==> config.mk <==
export PLATFORM = sky130hd
export DESIGN_NAME = lpht_ram
export DESIGN_NICKNAME = d
export VERILOG_FILES = /design/src/hw/rtl/lpht_ram.sv
export SDC_FILE = /design/constraint.sdc
export NUM_CORES = 1
export LEC_CHECK = 0
export BUFFER_PORTS_ARGS = -buffer_cell sky130_fd_sc_hd__clkbuf_2
export CAP_MARGIN = 5
export CORE_UTILIZATION = 60
export CTS_CLUSTER_DIAMETER = 150
export DETAILED_ROUTE_END_ITERATION = 12
export PLACE_DENSITY_LB_ADDON = 0.15
export SLEW_MARGIN = 40
export SYNTH_ARGS = -nofsm -noshare
export SYNTH_HDL_FRONTEND = slang
export SYNTH_SLANG_ARGS = --single-unit
export TNS_END_PERCENT = 5
==> constraint.sdc <==
create_clock -name clock -period 4.95 [get_ports clock]
set_input_delay 0.2475 -clock clock [delete_from_list [all_inputs] [get_ports clock]]
set_output_delay 0.2475 -clock clock [all_outputs]
set_load 0.03 [all_outputs]
==> src/hw/rtl/lpht_ram.sv <==
module lpht_ram #(
   parameter int WIDTH = 8,
   parameter int DEPTH = 16
) (
   input  logic                     clock,
   input  logic                     wr_en,
   input  logic [$clog2(DEPTH)-1:0] wr_addr,
   input  logic [WIDTH-1:0]         wr_data,
   input  logic                     rd_en,
   input  logic [$clog2(DEPTH)-1:0] rd_addr,
   output logic [WIDTH-1:0]         rd_data
);

   logic [WIDTH-1:0] mem [DEPTH];

   always_ff @(posedge clock) begin
      if (wr_en) begin
         mem[wr_addr] <= wr_data;
      end
      if (rd_en) begin
         rd_data <= mem[rd_addr];
      end
   end

endmodule

Word-level counts from Yosys, hierarchy flattened
Memory sizes are Yosys's and may differ from the RTL's. A register that Yosys moved wholly into a read port is not among the register bits.
Cells that the tools add are included.
- multiplexer cells: 2
- operator list (operator ; count):
    two-way mux 1 bit ; 2
- register bits: 0
- bits in writable memories: 128
- output and inout bits: 8
- memories: 1
- memories (memory ; words ; bits a word ; read ports ; clocked after memory_dff ; write ports ; line ; text):
    mem ; 16 ; 8 ; 1 ; 1 ; 1 ; 14 ; logic [WIDTH-1:0] mem [DEPTH];

Logic depth before layout (Yosys ltp)
Gate-level depths: netlist of the first run.
- depth in word-level cells: 2
- mapped depth: 5

Worst setup path after synthesis of the first run
Ideal clock, no wire load.
- path kind: input-to-reg
- from: input port wr_addr[2]
- to: memory mem[0][0] (enable)
- setup time: 383 ps
- arrival: 1357 ps
- data required time: 4567 ps
- path slack: 3210 ps
- stages on the path: 2
- path buffers: 0
- cells stage by stage: or3b_2 > nor3_1
- RTL lines (what ; line ; text):
    start: declaration ; 7 ; input logic [$clog2(DEPTH)-1:0] wr_addr,
    end: declaration ; 14 ;
Straight into the memory's write port.

==> reports/results.ini, run 1 <==
[final_layout]
nNetsFinal = 286
finish.utilization_pct = 73.24
seq_area_um2 = 4084
nFillCells = 477
final_cell_count_no_fill = 385
area_delta_synth_final_pct = 16.85
design_area_um2 = 6108
drive_gt1_share_pct = 31.79
multi_input_area_um2 = 1100
insertedDiodeCount = 0

[cts]
clock_path_buffers = 2
clock_latency_ps = 500
cts_resized = 0
cts.clk_slew.worst_paths_ps = 60
cts_hold_buf = 0
cts_tree = built
htree_num_levels = 4
postCtsSetupBuffers = 0
cts_root_buffer = clkbuf_8
clock-sinks = 136
cts_buffers = 17

[die]
pin_count = 27
initial_core_util_pct = 62.68
die_w_um = 95.34
die_area_um2 = 9090
die_y_um = 95.34
core-area_um2 = 8341
num_rows = 33

[sta]
finalHoldViolations = 0
fin_skew_ps = 8.006
setup_viol = 0
rsz0062_at_grt = false
fin_crit_ps = 1557
tightestPinTransition_ps = 870.9
slew_viol_final = 0
timing.fmax_mhz = 642.4
finalSetupTns_ps = 0
slew_headroom_pct = 41.82
fin_crit_sh_pct = 31.45
fin_ws_ps = 3393
holdWs_ps = 154.5

[routing]
post_drt_wl_per_cell_um = 24.95
ant_nets = 0
finalWirelength_um = 9607
firstDrtPassIters = 5
vias_per_cell = 6.408
drt_iter0_drc = 237
drcViolationCount = 0
vias = 2467

[synth]
synthTopCellsByArea = edfxtp_1 78%, mux4_2 7.8%, mux4_1 7.0%
ys_warn_count = 0
yosysSeqAreaShare_pct = 78.12
synth_nets = 248
async_flop_share_pct = 0
syn_area_um2 = 5228
syn_inst = 229
synth_common_cells = 136 x edfxtp_1, 18 x mux4_2, 16 x a22oi_1
synth-edff-count = 136
ys.flop_type = edfxtp_1
syn_avg_cell_area_um2 = 22.83
synth_top_cell_by_area = edfxtp_1
synth.distinct_cells = 18
synth_most_common_cell = edfxtp_1
synth_top_area_share_pct = 78.12
ys_seq_elements = 136

[pwr]
power.total_mw = 2.765
leakage_nw = 2.035
power.density_nw_per_um2 = 452.7
vdd_drop_max_mv = 0.3313

[setup_path]
critPathRequiredTime_ps = 5200
critPathKind = in2reg
cp_cell_sequence = clkbuf_2 -> buf_4 -> mux4_1 -> a22oi_1 -> nand2_1
cp_slowest_stage_delay_ps = 710
cp_slowest_cell = mux4_1
critPathMaxFanout = 32
cpLargestDelayFamily = multiplexers
cp-end-kind = flip-flop
crit_buf_inv = 2
arrival_ps = 1810
cp-start-kind = primary input

[placement]
gp_congestion = 0.6941
placed_cells = 353
place_ws_ps = 2827
portBuffers = 26
hpwl_um = 5688
placed_cell_area_um2 = 5465

[flow_run]
drv_cap = 0

[status]
status = finished, final reports clean

[global_routing]
grt_pass1_vias = 2460
grt_pass1_wl_um = 14590
grt_usage_pct = 24.36
antenna_found_initial = 0
grt_max_degree = 33
overflow = 0

[worst_hold_path]
hold_class = in2reg

state kept, by name, indices dropped and copies added, names as in the netlist:
name / count
rd_data: 8
mem: 128
cell type report:
class | instances | share of cell area, %
flip-flops and latches | 136 | 66.86
multi-input cells | 83 | 18.00
clock buffers | 17 | 6.780
clock inverters | 15 | 3.667
repair buffers | 29 | 2.540
well taps | 105 | 2.151
routing by layer:
metal  track usage (%)  up-vias  wire [um]  share of wire (%)
met4             11.87        0        199                2.1
met2             34.70      133       4598                 48
met1             36.05     1260       3970                 41
met5                 0        -          0                  0
met3             5.662       15        839                8.7
li1                  -     1059          -                  -
worst reg2reg max path, stage by stage (launching register included):
cell and delay (ps):
edfxtp_1 360, mux4_1 540, a22oi_1 250, nand2_1 90
final timing paths:
check | to | slack, ps | depth (start not counted) | from
max | rd_data[3]$_DFFE_PP_ | 3390 | 5 | rd_addr[0]
max reg2reg | rd_data[0]$_DFFE_PP_ | 3470 | 3 | mem[5][0]$_DFFE_PP_
min reg2reg | rd_data[5]$_DFFE_PP_ | 760 | 3 | mem[14][5]$_DFFE_PP_
min | mem[14][4]$_DFFE_PP_ | 150 | 1 | wr_data[4]
layout by cell type, fill, tap and decap left out:
cell type   synthesis  final
mux4_2             18     18
and2b_1             1      1
nand2_1             9      9
nand3b_1            2      2
clkinv_1            0      1
nand2b_1            2      2
clkinv_4            0      2
inv_6               0      2
nor3_4              0      2
bufinv_16           0      5
buf_4               1      3
or3b_2              1      1
clkbuf_8            0      1
clkinv_2            0      1
clkbuf_2            0     25
nor3_1              4      2
mux4_1             14     14
a22oi_1            16     16
nor2b_1             1      1
edfxtp_1          136    136
and2_1              1      1
clkbuf_16           0     16
nor2_2              0      8
clkbuf_4            0      1
nand3_1             1      1
nor2_1             13      5
clkinvlp_4          0      4
cells by family (layout without fill, tap and decap cells):
| logic type | count (synthesis) | in the layout | synth area share [%] |
|---|---|---|---|
| flip-flops | 136 | 136 | 78.12 |
| AND/OR/NAND/NOR | 35 | 35 | 3.136 |
| multiplexers | 32 | 32 | 14.79 |
| AO/OA/AOI/OAI | 16 | 16 | 2.298 |
| buffers and inverters | 10 | 61 | 1.651 |
where the power goes:
part | switching (mW) | total [mW] | internal, mW
clock network | 0.467 | 1.34 | 0.870
registers | 0.00697 | 1.30 | 1.30
logic | 0.0778 | 0.124 | 0.0457
Power figures use the tool's default switching activity.
==> run 2, diff against run 1 <==
==> constraint.sdc (replaced) <==
create_clock -name clock -period 1.61 [get_ports clock]
set_input_delay 0.0805 -clock clock [delete_from_list [all_inputs] [get_ports clock]]
set_output_delay 0.0805 -clock clock [all_outputs]
set_load 0.03 [all_outputs]
==> run 2 against run 1 <==
  * Critical path depth decreased by 2
  * Count of clock-buffer cells in the layout unchanged
  * Die area unchanged
  * Via count increased by 0.41%
  * Utilization increased by 1.0 points
  * Final cell count increased by 6.0%
  * Worst hold slack got worse by 140 ps
  * Largest power group is now registers
==> reports/results.ini, run 2 (same netlist as run 1, synthesis figures left out) <==
[cts]
cts_hold_buf = 5
cts_root_buffer = clkbuf_8
postCtsSetupBuffers = 0
cts_tree = built
clock-sinks = 136
cts_resized = 0
htree_num_levels = 4
clock_latency_ps = 510
cts_buffers = 17
cts.clk_slew.worst_paths_ps = 60
clock_path_buffers = 2

[setup_path]
cpLargestDelayFamily = multiplexers
critPathKind = reg2reg
arrival_ps = 1750
cp_slowest_stage_delay_ps = 480
cp-end-kind = flip-flop
cp_slowest_cell = mux4_2
cp_cell_sequence = mux4_2 -> a22oi_1 -> nand2_1
crit_buf_inv = 0
critPathRequiredTime_ps = 1860
critPathMaxFanout = 1
cp-start-kind = flip-flop

[routing]
post_drt_wl_per_cell_um = 23.11
ant_nets = 0
firstDrtPassIters = 4
vias_per_cell = 6.071
finalWirelength_um = 9428
vias = 2477
drcViolationCount = 0
drt_iter0_drc = 191

[pwr]
leakage_nw = 2.124
vdd_drop_max_mv = 0.8356
power.density_nw_per_um2 = 1272
power.total_mw = 7.877

[sta]
slew_viol_final = 0
fin_skew_ps = 6.137
fin_crit_sh_pct = 92.80
setup_viol = 0
tightestPinTransition_ps = 412.9
fin_crit_ps = 1494
slew_headroom_pct = 72.47
finalHoldViolations = 0
rsz0062_at_grt = false
timing.fmax_mhz = 669.3

[flow_run]
drv_cap = 0

[global_routing]
antenna_found_initial = 0
overflow = 0
grt_pass1_wl_um = 14390
grt_pass1_vias = 2512
grt_usage_pct = 24.15
grt_max_degree = 33

[final_layout]
insertedDiodeCount = 0
final_common_cell = edfxtp_1
final_cell_count_no_fill = 408
top_regs = mem (128), rd_data (8)
top_register = mem
area_delta_synth_final_pct = 18.45
largest_reg_flops = 128
nFillCells = 502
multi_input_area_um2 = 1057
nNetsFinal = 309
seq_area_um2 = 4084
final_cell_mix = 136 x edfxtp_1, 26 x clkbuf_2, 18 x mux4_2, 18 x buf_4
drive_gt1_share_pct = 32.34

[die]
die_w_um = 95.34
die_area_um2 = 9090
pin_count = 27
num_rows = 33
initial_core_util_pct = 62.68
die_y_um = 95.34
core-area_um2 = 8341

[placement]
portBuffers = 26
placed_cells = 371
gp_congestion = 0.7562
hpwl_um = 5849

[worst_hold_path]
hold_class = in2reg

[status]
status = finished, final reports clean

==> run 2: cell types whose count changed in the layout (fill, tap and decap cells not counted), sizes merged <==
cell,change
dlygate4sd3,+5
buf,+18
clkinvlp,-1
bufinv,-4
clkinv,+5
==> run 2: where the power goes <==
group	internal, mW	switching [mW]	total (mW)
Sequential	3.99	0.0195	4.01
Combinational	0.170	0.238	0.408
Clock	2.04	1.41	3.46
==> run 2: worst reg2reg max path, delay by kind of cell (launching register included) <==
family | cells | cell delay (ps)
AND/OR/NAND/NOR | 1 | 90
AO/OA/AOI/OAI | 1 | 280
flip-flops | 1 | 390
multiplexers | 1 | 480
==> run 2: metal layers <==
| layer | up-vias | routed length, um | global-route usage (%) |
|---|---|---|---|
| met3 | 16 | 565 | 5.981 |
| met4 | 0 | 187 | 11.11 |
| met5 | - | 0 | 0 |
| li1 | 1106 | - | - |
| met2 | 112 | 4479 | 35.24 |
| met1 | 1243 | 4196 | 34.88 |
==> run 2: area by class of cell <==
class                   instances  share of cell area (%)
flip-flops and latches        136                   65.95
clock buffers                  17                   6.688
repair buffers                 52                   6.062
well taps                     105                   2.122
multi-input cells              83                   17.07
clock inverters                15                   2.101
==> run 2: path summary, 6_finish.rpt <==
path	from	slack, ps	cells past startpoint	to
hold / removal	wr_data[3]	10	1	mem[4][3]$_DFFE_PP_
setup / recovery	mem[2][4]$_DFFE_PP_	120	3	rd_data[4]$_DFFE_PP_
setup reg to reg	mem[2][4]$_DFFE_PP_	120	3	rd_data[4]$_DFFE_PP_
hold reg to reg	mem[4][0]$_DFFE_PP_	750	3	rd_data[0]$_DFFE_PP_
==> run 2: metrics by stage <==
stage                     hold slack [ps]  setup slack, ps  utilization (%)  TNS (ps)  instance area (um^2)
after floorplan                     179.4            36.63                -         0                  5228
after global placement              489.2           -1.396            67.12    -1.396                  5598
after detailed placement            502.7           -1.814            67.12    -1.814                  5598
after CTS                           1.749            130.8            74.24         0                  6192
after global routing                18.88            55.89            74.24         0                  6192
final                               13.97            115.9            74.24         0                  6192
