File: config.mk
export PLATFORM = sky130hd
export DESIGN_NAME = lpht_mod
export DESIGN_NICKNAME = d
export VERILOG_FILES = /design/src/hw/rtl/lpht_pkg.sv /design/src/hw/rtl/lpht_mod.sv
export SDC_FILE = /design/constraint.sdc
export NUM_CORES = 1
export LEC_CHECK = 0
export ABC_AREA = 1
export BUFFER_PORTS_ARGS = -buffer_cell sky130_fd_sc_hd__buf_4
export CAP_MARGIN = 20
export CELL_PAD_IN_SITES_DETAIL_PLACEMENT = 0
export CELL_PAD_IN_SITES_GLOBAL_PLACEMENT = 2
export CORE_ASPECT_RATIO = 2
export CORE_UTILIZATION = 34
export CTS_BUF_LIST = sky130_fd_sc_hd__clkbuf_16
export CTS_CLUSTER_SIZE = 12
export DETAILED_ROUTE_END_ITERATION = 8
export PLACE_DENSITY_LB_ADDON = 0.1
export SYNTH_ARGS = -nofsm -noshare
export SYNTH_HDL_FRONTEND = slang
export SYNTH_SLANG_ARGS = --single-unit
File: constraint.sdc
create_clock -name clock -period 8.77 [get_ports clock]
set_input_delay 1.3155 -clock clock [delete_from_list [all_inputs] [get_ports clock]]
set_output_delay 1.3155 -clock clock [all_outputs]
set_load 0.05 [all_outputs]
File: src/hw/rtl/lpht_pkg.sv
package lpht_pkg;

   // Slot store geometry
   localparam int SLOT_COUNT = 1024;
   localparam int KEY_WIDTH  = 32;
   localparam int INDEX_W    = $clog2(SLOT_COUNT);
   localparam int SIZE_W     = $clog2(SLOT_COUNT + 1);
   localparam int ENTRY_W    = KEY_WIDTH + 1;

   // Fixed field widths of the channels
   localparam int KEY_IN_W    = 32;
   localparam int HASH_W      = 32;
   localparam int CFG_W       = 11;
   localparam int OUT_INDEX_W = 10;

   localparam logic [CFG_W-1:0] TABLE_SIZE_RESET = CFG_W'(1024);

   // Modulo unit: quotient bits retired per cycle
   localparam int MOD_STEP_BITS = 4;
   localparam int MOD_CYCLES    = HASH_W / MOD_STEP_BITS;
   localparam int MOD_CNT_W     = $clog2(MOD_CYCLES);

   localparam logic OP_FIND     = 1'b0;
   localparam logic OP_INSERT   = 1'b1;
   localparam logic STATUS_OK   = 1'b0;
   localparam logic STATUS_FAIL = 1'b1;

   typedef struct packed {
      logic              done;
      logic [SIZE_W-1:0] rem;
   } lpht_mod_rsp_type;

   // Clamp the configured size into 1..SLOT_COUNT
   function automatic logic [SIZE_W-1:0] size_in_use(input logic [CFG_W-1:0] cfg);
      logic [31:0] s;
      s = 32'(cfg);
      if (s == 32'd0) begin
         s = 32'd1;
      end
      if (s > 32'(SLOT_COUNT)) begin
         s = 32'(SLOT_COUNT);
      end
      return SIZE_W'(s);
   endfunction

endpackage

File: src/hw/rtl/lpht_mod.sv
module lpht_mod import lpht_pkg::*; (
   input  logic              clock,
   input  logic              reset,
   input  logic              start,
   input  logic [HASH_W-1:0] dividend,
   input  logic [SIZE_W-1:0] divisor,
   output lpht_mod_rsp_type  result
);

   logic                 busy_ff, busy_in;
   logic                 done_ff, done_in;
   logic [MOD_CNT_W-1:0] cnt_ff, cnt_in;
   logic [HASH_W-1:0]    num_ff, num_in;
   logic [SIZE_W-1:0]    div_ff, div_in;
   logic [SIZE_W-1:0]    rem_ff, rem_in;

   // Restoring remainder, MOD_STEP_BITS dividend bits per cycle
   always_comb begin
      logic [SIZE_W:0]   r;
      logic [HASH_W-1:0] n;
      r = {1'b0, rem_ff};
      n = num_ff;
      for (int i = 0; i < MOD_STEP_BITS; i++) begin
         r = {r[SIZE_W-1:0], n[HASH_W-1]};
         n = {n[HASH_W-2:0], 1'b0};
         if (r >= {1'b0, div_ff}) begin
            r = r - {1'b0, div_ff};
         end
      end

      busy_in = busy_ff;
      done_in = 1'b0;
      cnt_in  = cnt_ff;
      num_in  = num_ff;
      div_in  = div_ff;
      rem_in  = rem_ff;
      if (start) begin
         busy_in = 1'b1;
         cnt_in  = '0;
         num_in  = dividend;
         div_in  = divisor;
         rem_in  = '0;
      end else if (busy_ff) begin
         num_in = n;
         rem_in = r[SIZE_W-1:0];
         cnt_in = cnt_ff + 1'b1;
         if (cnt_ff == MOD_CNT_W'(MOD_CYCLES - 1)) begin
            busy_in = 1'b0;
            done_in = 1'b1;
         end
      end
   end

   always_ff @(posedge clock) begin
      if (reset) begin
         busy_ff <= 1'b0;
         done_ff <= 1'b0;
         cnt_ff  <= '0;
      end else begin
         busy_ff <= busy_in;
         done_ff <= done_in;
         cnt_ff  <= cnt_in;
      end
      num_ff <= num_in;
      div_ff <= div_in;
      rem_ff <= rem_in;
   end

   assign result.done = done_ff;
   assign result.rem  = rem_ff;

endmodule

======== Word-level counts from Yosys, hierarchy flattened ========
Index checks and enable logic that the tools add are counted.
storage, ports and cells
  word-level logic and storage cells ...... 30
  latch bits .............................. 0
  memory bits (writable) .................. 0
  memory bits (read-only) ................. 0
  output and inout port bits .............. 12
  register bits ........................... 59
  input port bits ......................... 46
  memories ................................ 0
cells by class
  magnitude comparators ................... 4
  eq/ne operators ......................... 1
  $add $sub $neg .......................... 5
  multiply operators ...................... 0
  reductions and logical operators ........ 3
  shift-type cells ........................ 0
  muxes and demuxes ....................... 10
  bitwise logic cells ..................... 1
  divide/modulo/power cells ............... 0
operator list
  kind                                                           count
  32-bit 2-to-1 mux                                              2
  12-bit by 11-bit >= comparator with 1-bit output               4
  11-bit 2-to-1 mux                                              4
  11-bit subtractor                                              4
  1-bit 2-to-1 mux                                               4
  3-bit by 1-bit adder with 3-bit output, second input constant  1
  3-bit equality test, second input constant                     1
  3-bit OR reduction                                             1
  2-bit nonzero test                                             1
  2-bit OR reduction                                             1
  1-bit NOT                                                      1

======== Depth between registers and ports, before layout ========
Gate-level depths: netlist of the first run.
  depth after elaboration ................. 8
  depth in mapped cells ................... 51
  mapped depth without buffers ............ 49

======== Worst setup path before layout of the first run ========
No wires, ideal clock.
  path type ............................... reg2reg
  start point ............................. register rem_ff[0]
  end point ............................... register rem_ff[9]
  buffers on the path ..................... 3
  slack ................................... 2.141 ns
  clock period less this slack ............ 6.629 ns
  data required time ...................... 8.656 ns
  stages on the path, launching flop included .. 45
  arrival ................................. 6.515 ns
  library setup time ...................... 0.114 ns
  cells stage by stage .................... dfxtp_1 -> inv_1 -> fa_1 -> inv_1 -> nand3_1 -> nand3_1 -> nand3_1 -> buf_2 -> nand4_1 -> nand2_1 -> ha_1 -> nand2_1 -> nor4_1 -> nand2_1 -> nand2_2 -> inv_2 -> nand3_4 -> buf_4 -> [... 9 more ...] -> inv_1 -> nor2_1 -> a21boi_4 -> nand3_1 -> nand2_1 -> inv_1 -> ha_1 -> nand2_1 -> o21ai_0 -> a21oi_1 -> o21ai_0 -> nand2_1 -> and3_1 -> nand3_2 -> buf_6 -> nand2_1 -> nand3_1 -> nand2_1
between the ends
  cells in the longest elaborated chain, start to end .. 8
  elaborated cells on any way between the ends .. 12
  classes of those cells .................. 4 x add/sub; 4 x order compare; 4 x mux
RTL lines
  item                                                                                   line                            source
  start, declared                                                                        lpht_mod.sv:15                  logic [SIZE_W-1:0] rem_ff, rem_in;
  start signal, assigned                                                                 lpht_mod.sv:66                  rem_ff <= rem_in;
  11-bit subtractor or 12-bit by 11-bit >= comparator with 1-bit output (tied branches)  lpht_mod.sv:27, lpht_mod.sv:26
  11-bit 2-to-1 mux *                                                                    lpht_mod.sv:26                  if (r >= {1'b0, div_ff}) begin
  11-bit subtractor or 12-bit by 11-bit >= comparator with 1-bit output (tied branches)  lpht_mod.sv:27, lpht_mod.sv:26
  11-bit 2-to-1 mux *                                                                    lpht_mod.sv:26
  11-bit subtractor or 12-bit by 11-bit >= comparator with 1-bit output (tied branches)  lpht_mod.sv:27, lpht_mod.sv:26
  11-bit 2-to-1 mux *                                                                    lpht_mod.sv:26
  11-bit subtractor or 12-bit by 11-bit >= comparator with 1-bit output (tied branches)  lpht_mod.sv:27, lpht_mod.sv:26
  11-bit 2-to-1 mux *                                                                    lpht_mod.sv:26
Mark *: on every way between the ends. The rest lies on a longest branch, timed or not.
A chain may end at the register's enable or synchronous reset.

======== Worst setup path in the final report of the first run ========
  start point ............................. register div_ff[0]
  end point ............................... register rem_ff[5]
between the ends
  cells in the longest elaborated chain, start to end .. 8
  elaborated cells on any way between the ends .. 12
  classes of those cells .................. 4 x add/sub; 4 x order compare; 4 x mux
RTL lines
  item                                                                                   line                            source
  start, declared                                                                        lpht_mod.sv:14                  logic [SIZE_W-1:0] div_ff, div_in;
  start signal, assigned                                                                 lpht_mod.sv:65                  div_ff <= div_in;
  11-bit subtractor or 12-bit by 11-bit >= comparator with 1-bit output (tied branches)  lpht_mod.sv:27, lpht_mod.sv:26
  11-bit 2-to-1 mux                                                                      lpht_mod.sv:26
  11-bit subtractor or 12-bit by 11-bit >= comparator with 1-bit output (tied branches)  lpht_mod.sv:27, lpht_mod.sv:26
  11-bit 2-to-1 mux                                                                      lpht_mod.sv:26
  11-bit subtractor or 12-bit by 11-bit >= comparator with 1-bit output (tied branches)  lpht_mod.sv:27, lpht_mod.sv:26
  11-bit 2-to-1 mux                                                                      lpht_mod.sv:26
  11-bit subtractor or 12-bit by 11-bit >= comparator with 1-bit output (tied branches)  lpht_mod.sv:27, lpht_mod.sv:26
  11-bit 2-to-1 mux *                                                                    lpht_mod.sv:26
Marks and branches as above.

==> results.cfg, run 1 <==
[run_status]
outcome = finished clean

[synth]
avgSynthCellArea_um2 = 7.02
synth.net_count = 843
syn_area_um2 = 5250
ys_seq_area_share_pct = 30.7
yosysTopAreaCellShare_pct = 24.6
ys_ff_latch = 59
yosys.area.top_type = edfxtp_1
synth_cell_types = 44
synthTopCellsByArea = edfxtp_1 (25%), nand2_1 (20%), ha_1 (11%), inv_1 (6.9%), dfxtp_1 (6.1%)
synth_cells = 747
yosys_warnings = 0

[worst_setup_path]
cp_common_cell = nand2_1
end_kind = flop
slowest_stage = edfxtp_1
cp-start-kind = flop
critical_path_arrival_ns = 8.29
crit_type = flop to flop
cpPeakStageDelay_ns = 0.49
cp_max_fo = 14
reg2reg_depth = 43
r2r_slack_ns = 0.69
required_ns = 8.98

[grt]
grt_pass1_vias = 5050
antenna_found_initial = 0
track_usage_pct = 22.9
overflow = 0
grt_pass1_wl_mm = 27.0
grt_max_degree = 48

[clock_tree]
cts-root-buf = clkbuf_16
hold_buffers = 0
clk_pin_slew_ns = 0.05
cts_max_level = 3
cts-buffers-inserted = 9
clock_sinks = 59
ctsLongestPathBuffers = 2
clock_latency_ns = 0.33
cts_tree = built
postCtsSetupBuffers = 0

[drt]
antenna_left = 0
via_count = 5015
vias_per_cell = 4.99
totalWireLength_mm = 17.9
drt_first_iter_violations = 222
drcViolationCount = 0
avgRoutedWirePerCell_um = 17.8
drt-pass1-iter-count = 5

[sta]
finClkSkew_ns = 0.00487
worst_pin_slew_ns = 0.931
fmax_mhz = 124
fin_crit_sh_pct = 92.1
maxSlewViolCount = 0
setup-violations-final = 0
hold_viol = 0
fin_crit_ns = 8.08
maxSlewHeadroom_pct = 37.7
tns_ns = 0
rsz0062_at_grt = false

[place]
dp.cells = 990
dp.final_hpwl_mm = 15.3
portBuffers = 57
place.gp.congestion = 0.906

[floorplan]
fp.dieH_um = 178
core_area_um2 = 15000
num_rows = 63
initial_core_util_pct = 35.0
die_area_um2 = 16000
die_w_um = 89.8
ioPinCount = 58

[layout]
ff_latch_area_um2 = 1610
nNetsFinal = 902
area_delta_synth_final_pct = 17.6
final_cells = 1006
multi_input_area_um2 = 3140
layout-drive-gt1-share_pct = 13.7
fill_cells = 1640
diodes = 0

[hold_path]
hold_depth = 2
hp-class = flop to flop

[run]
cap_viol_max_count = 0
==> cells by family after synthesis <==
group	Yosys count	share of synthesized area [%]
AOI/OAI and AO/OA	59	6.54
xor gates and xnor gates	28	4.68
adders and majority gates	50	12.5
buffers and inverters	122	9.42
DFF	59	30.7
and+or+nand+nor	429	36.1
==> cells in the mapped netlist (all sizes together) <==
cell type    n
nand2      282
inv        102
nand3       65
ha          46
nor2        44
edfxtp      43
a21oi       33
nand4       21
xor2        18
dfxtp       16
o21ai       14
buf         11
xnor2       10
clkbuf       8
a21boi       5
nor3         5
fa           4
nand3b       4
or2          3
and3         2
o2111ai      2
o21a         2
a31oi        1
and2         1
clkinv       1
nor3b        1
nor4         1
o21bai       1
o221ai       1
==> repair_timing <==
action	CTS	global route
hold endpoints to repair	0	0
gates resized for setup	0	2
setup endpoints to repair	0	11
==> worst paths after layout <==
check | startpoint | end
setup / recovery | div_ff[0] | rem_ff[5]
hold / removal | cnt_ff[2] | cnt_ff[2]
setup reg to reg | div_ff[0] | rem_ff[5]
hold reg to reg | cnt_ff[2] | cnt_ff[2]
==> metrics by stage <==
stage	cell area, µm²	util [%]	hold WS [ns]	worst slack [ns]
global placement	5880	39.3	0.451	0.544
floorplan	5250	-	0.440	2.14
detailed placement	5880	39.3	0.461	0.505
finish	6170	41.2	0.469	0.691
CTS	6160	41.2	0.470	0.452
global route	6170	41.2	0.510	0.0845
==> area by class of cell <==
type / instances / area share, %
multi-input cells: 566 / 51.0
clock inverters: 7 / 0.872
well taps: 195 / 3.96
clock buffers: 9 / 3.65
inverters: 103 / 6.27
flip-flops and latches: 59 / 26.1
repair buffers: 67 / 8.15
==> flip-flops by register name (all words and copies together), names as in the netlist <==
register  flops
rem_ff       11
done_ff       1
busy_ff       1
num_ff       32
cnt_ff        3
div_ff       11
==> critical path: cells and delay by family (launching register included) <==
kind	cells	cell delay, ns
AO/OA/AOI/OAI	8	1.95
adder cells (fa/ha/maj)	5	1.75
buffers and inverters	6	0.40
flip-flops	1	0.49
AND/OR/NAND/NOR	24	3.38
==> placed cells by master (no fill, tap or decap), types with 2 or more instances in the layout <==
cell,n
xor2_1,18
nand3_1,57
nor2_4,2
or2_2,3
a21boi_0,3
nand4_1,19
nor3_1,5
buf_4,67
o21ai_1,4
nand3b_1,4
edfxtp_1,43
clkinv_1,2
dfxtp_1,16
fa_1,4
nand2_1,275
o21a_1,2
o2111ai_1,2
nand4_2,2
o21ai_0,10
and3_1,2
inv_1,100
ha_1,46
nor2_1,39
a21oi_1,32
xnor2_1,10
clkbuf_16,9
inv_2,6
nor2_2,2
nand2_2,7
nand3_2,7
==> per-layer routing <==
| layer | GRT usage [%] | up-vias | part of all wire (%) |
|---|---|---|---|
| li1 | - | 2535 | - |
| met1 | 19.5 | 2293 | 33 |
| met2 | 47.7 | 143 | 58 |
| met3 | 2.61 | 44 | 2.9 |
| met4 | 15.8 | 0 | 6.7 |
| met5 | 0 | - | 0 |
Power of run 1 is left out: the tool's default activity adds up to more than one toggle a clock period on the data nets, which glitch-free logic cannot reach.
==> run 2, diff against run 1 <==
ABC_AREA = unset   (was 1)
CORE_UTILIZATION = 38   (was 34)
==> results.cfg, run 2 <==
[run_status]
outcome = finished clean

[layout]
multi_input_area_um2 = 3030
ff_latch_area_um2 = 1610
largest_reg_flops = 32
final_cells = 763
final_common_cell = buf_4
nNetsFinal = 707
max_flop_register = num_ff
fill_cells = 1176
layout-drive-gt1-share_pct = 34.4
final_cell_mix = buf_4 (134), ha_1 (46), edfxtp_1 (43)
diodes = 0
reg_top3 = num_ff x32, div_ff x11, rem_ff x11
area_delta_synth_final_pct = 31.0
fin_util_pct = 51.4

[worst_setup_path]
crit_type = flop to flop
end_kind = flop
cp_max_fo = 10
critical_path_arrival_ns = 8.63
cp_common_cell = ha_1
cpPeakStageDelay_ns = 0.47
cp-start-kind = flop
slowest_stage = edfxtp_1
required_ns = 8.99

[synth]
synth_edf_count = 43
netlist_top_cells_count = ha_1 (46), edfxtp_1 (43), mux2_2 (40)
avgSynthCellArea_um2 = 9.96
syn_area_um2 = 4780
synth.most_common_cell = ha_1
yosysTopAreaCellShare_pct = 27.0
yosys_warnings = 0
yosys.area.top_type = edfxtp_1
synth.net_count = 576
ys_async_sr_fraction_pct = 0
synth_cells = 480
synth_cell_types = 70
synthTopCellsByArea = edfxtp_1 (27%), ha_1 (12%), mux2_2 (9.4%), dfxtp_1 (6.7%), xnor2_1 (3.5%)
ys_seq_area_share_pct = 33.7
ys_ff_latch = 59
synth-main-ff-cell = edfxtp_1

[sta]
maxSlewViolCount = 0
rsz0062_at_grt = false
hold_ws_ns = 0.540
setup-violations-final = 0
finClkSkew_ns = 0.00510
maxSlewHeadroom_pct = 51.8
tns_ns = 0
hold_viol = 0
fin_crit_ns = 8.42
worst_pin_slew_ns = 0.721
fin_crit_sh_pct = 96.0
fmax_mhz = 119

[floorplan]
fp.dieH_um = 161
die_w_um = 81.3
core_area_um2 = 12200
initial_core_util_pct = 39.2
ioPinCount = 58
die_area_um2 = 13100
num_rows = 57

[drt]
wl_met1_mm = 4.99
met2_length_mm = 8.41
wl_met3_um = 344
vias_per_cell = 5.60
drt-pass1-iter-count = 4
via_count = 4271
totalWireLength_mm = 14.9
antenna_left = 0
drt_first_iter_violations = 150
avgRoutedWirePerCell_um = 19.6
highest_layer = met4
drcViolationCount = 0

[clock_tree]
clock_latency_ns = 0.33
cts_max_level = 3
clk_pin_slew_ns = 0.05
cts-root-buf = clkbuf_16
hold_buffers = 0
clock_sinks = 59
cts_tree = built
ctsLongestPathBuffers = 2
cts-buffers-inserted = 9

[hold_path]
hp-class = flop to flop

[grt]
track_usage_pct = 24.4
grt_max_degree = 55
overflow = 0
grt_pass1_wl_mm = 23.2
antenna_found_initial = 0
grt_pass1_vias = 4535

[place]
dp.cells = 744
dp.final_hpwl_mm = 12.6
place.gp.congestion = 0.956
portBuffers = 57

[run]
cap_viol_max_count = 0
==> run 2: cell types whose count changed after synthesis, moves of 10 or more <==
cell / before / now
nor2_1: 39 / 24
nand4_1: 19 / 3
mux2_2: 0 / 40
a21o_1: 0 / 11
inv_1: 96 / 33
nand3_1: 58 / 8
nand2_1: 275 / 27
xor2_1: 18 / 8
nor2b_1: 0 / 10
==> run 2: cells by family after synthesis <==
group,Yosys count,share of synthesized area (%)
and+or+nand+nor,125,13.7
AOI/OAI and AO/OA,121,18.1
DFF,59,33.7
muxes,50,11.7
adders and majority gates,50,13.7
buffers and inverters,48,4.14
xor gates and xnor gates,27,4.95
==> run 2: area by class of cell <==
type                            count  share of cell area, %
Inverter                           33                   1.98
Sequential cell                    59                   25.7
Multi-Input combinational cell    373                   48.4
Tap cell                          147                   2.94
Clock buffer                        9                   3.60
Clock inverter                      7                  0.959
Timing Repair Buffer              135                   16.4
==> run 2: per-layer routing <==
| metal | up-vias | GRT usage [%] |
|---|---|---|
| li1 | 2068 | - |
| met1 | 2030 | 22.5 |
| met2 | 113 | 45.6 |
| met3 | 60 | 3.35 |
| met4 | 0 | 18.3 |
| met5 | - | 0 |
==> run 2: path summary, 6_finish.rpt <==
check | startpoint | endpoint | slack (ns) | cells after the start
worst min-delay path | cnt_ff[0] | cnt_ff[0] | 0.54 | 2
worst max register to register | div_ff[1] | rem_ff[0] | 0.35 | 35
worst min register to register | cnt_ff[0] | cnt_ff[0] | 0.54 | 2
worst max-delay path | div_ff[1] | rem_ff[0] | 0.35 | 35
==> run 2: stage by stage <==
stage               worst slack (ns)  instance area (µm²)
floorplan                     0.0763                 4780
global placement               0.280                 5890
detailed placement             0.107                 5890
CTS                           0.0537                 6180
global route                 0.00213                 6260
finish                         0.353                 6260
==> run 2: critical path, delay by kind of cell, from the launching register on <==
kind            cells  cell delay [ns]
compound gates     15             2.96
buf+inv             4             0.55
fa+ha+maj           4             1.23
mux                 2             0.72
simple gates       10             2.34
flops               1             0.47
==> run 2: repair_timing <==
action | CTS | global route
resized for setup | 0 | 16
endpoints found under the setup margin | 0 | 11
buffers inserted | 0 | 3
Power of run 2 is left out for the same reason.
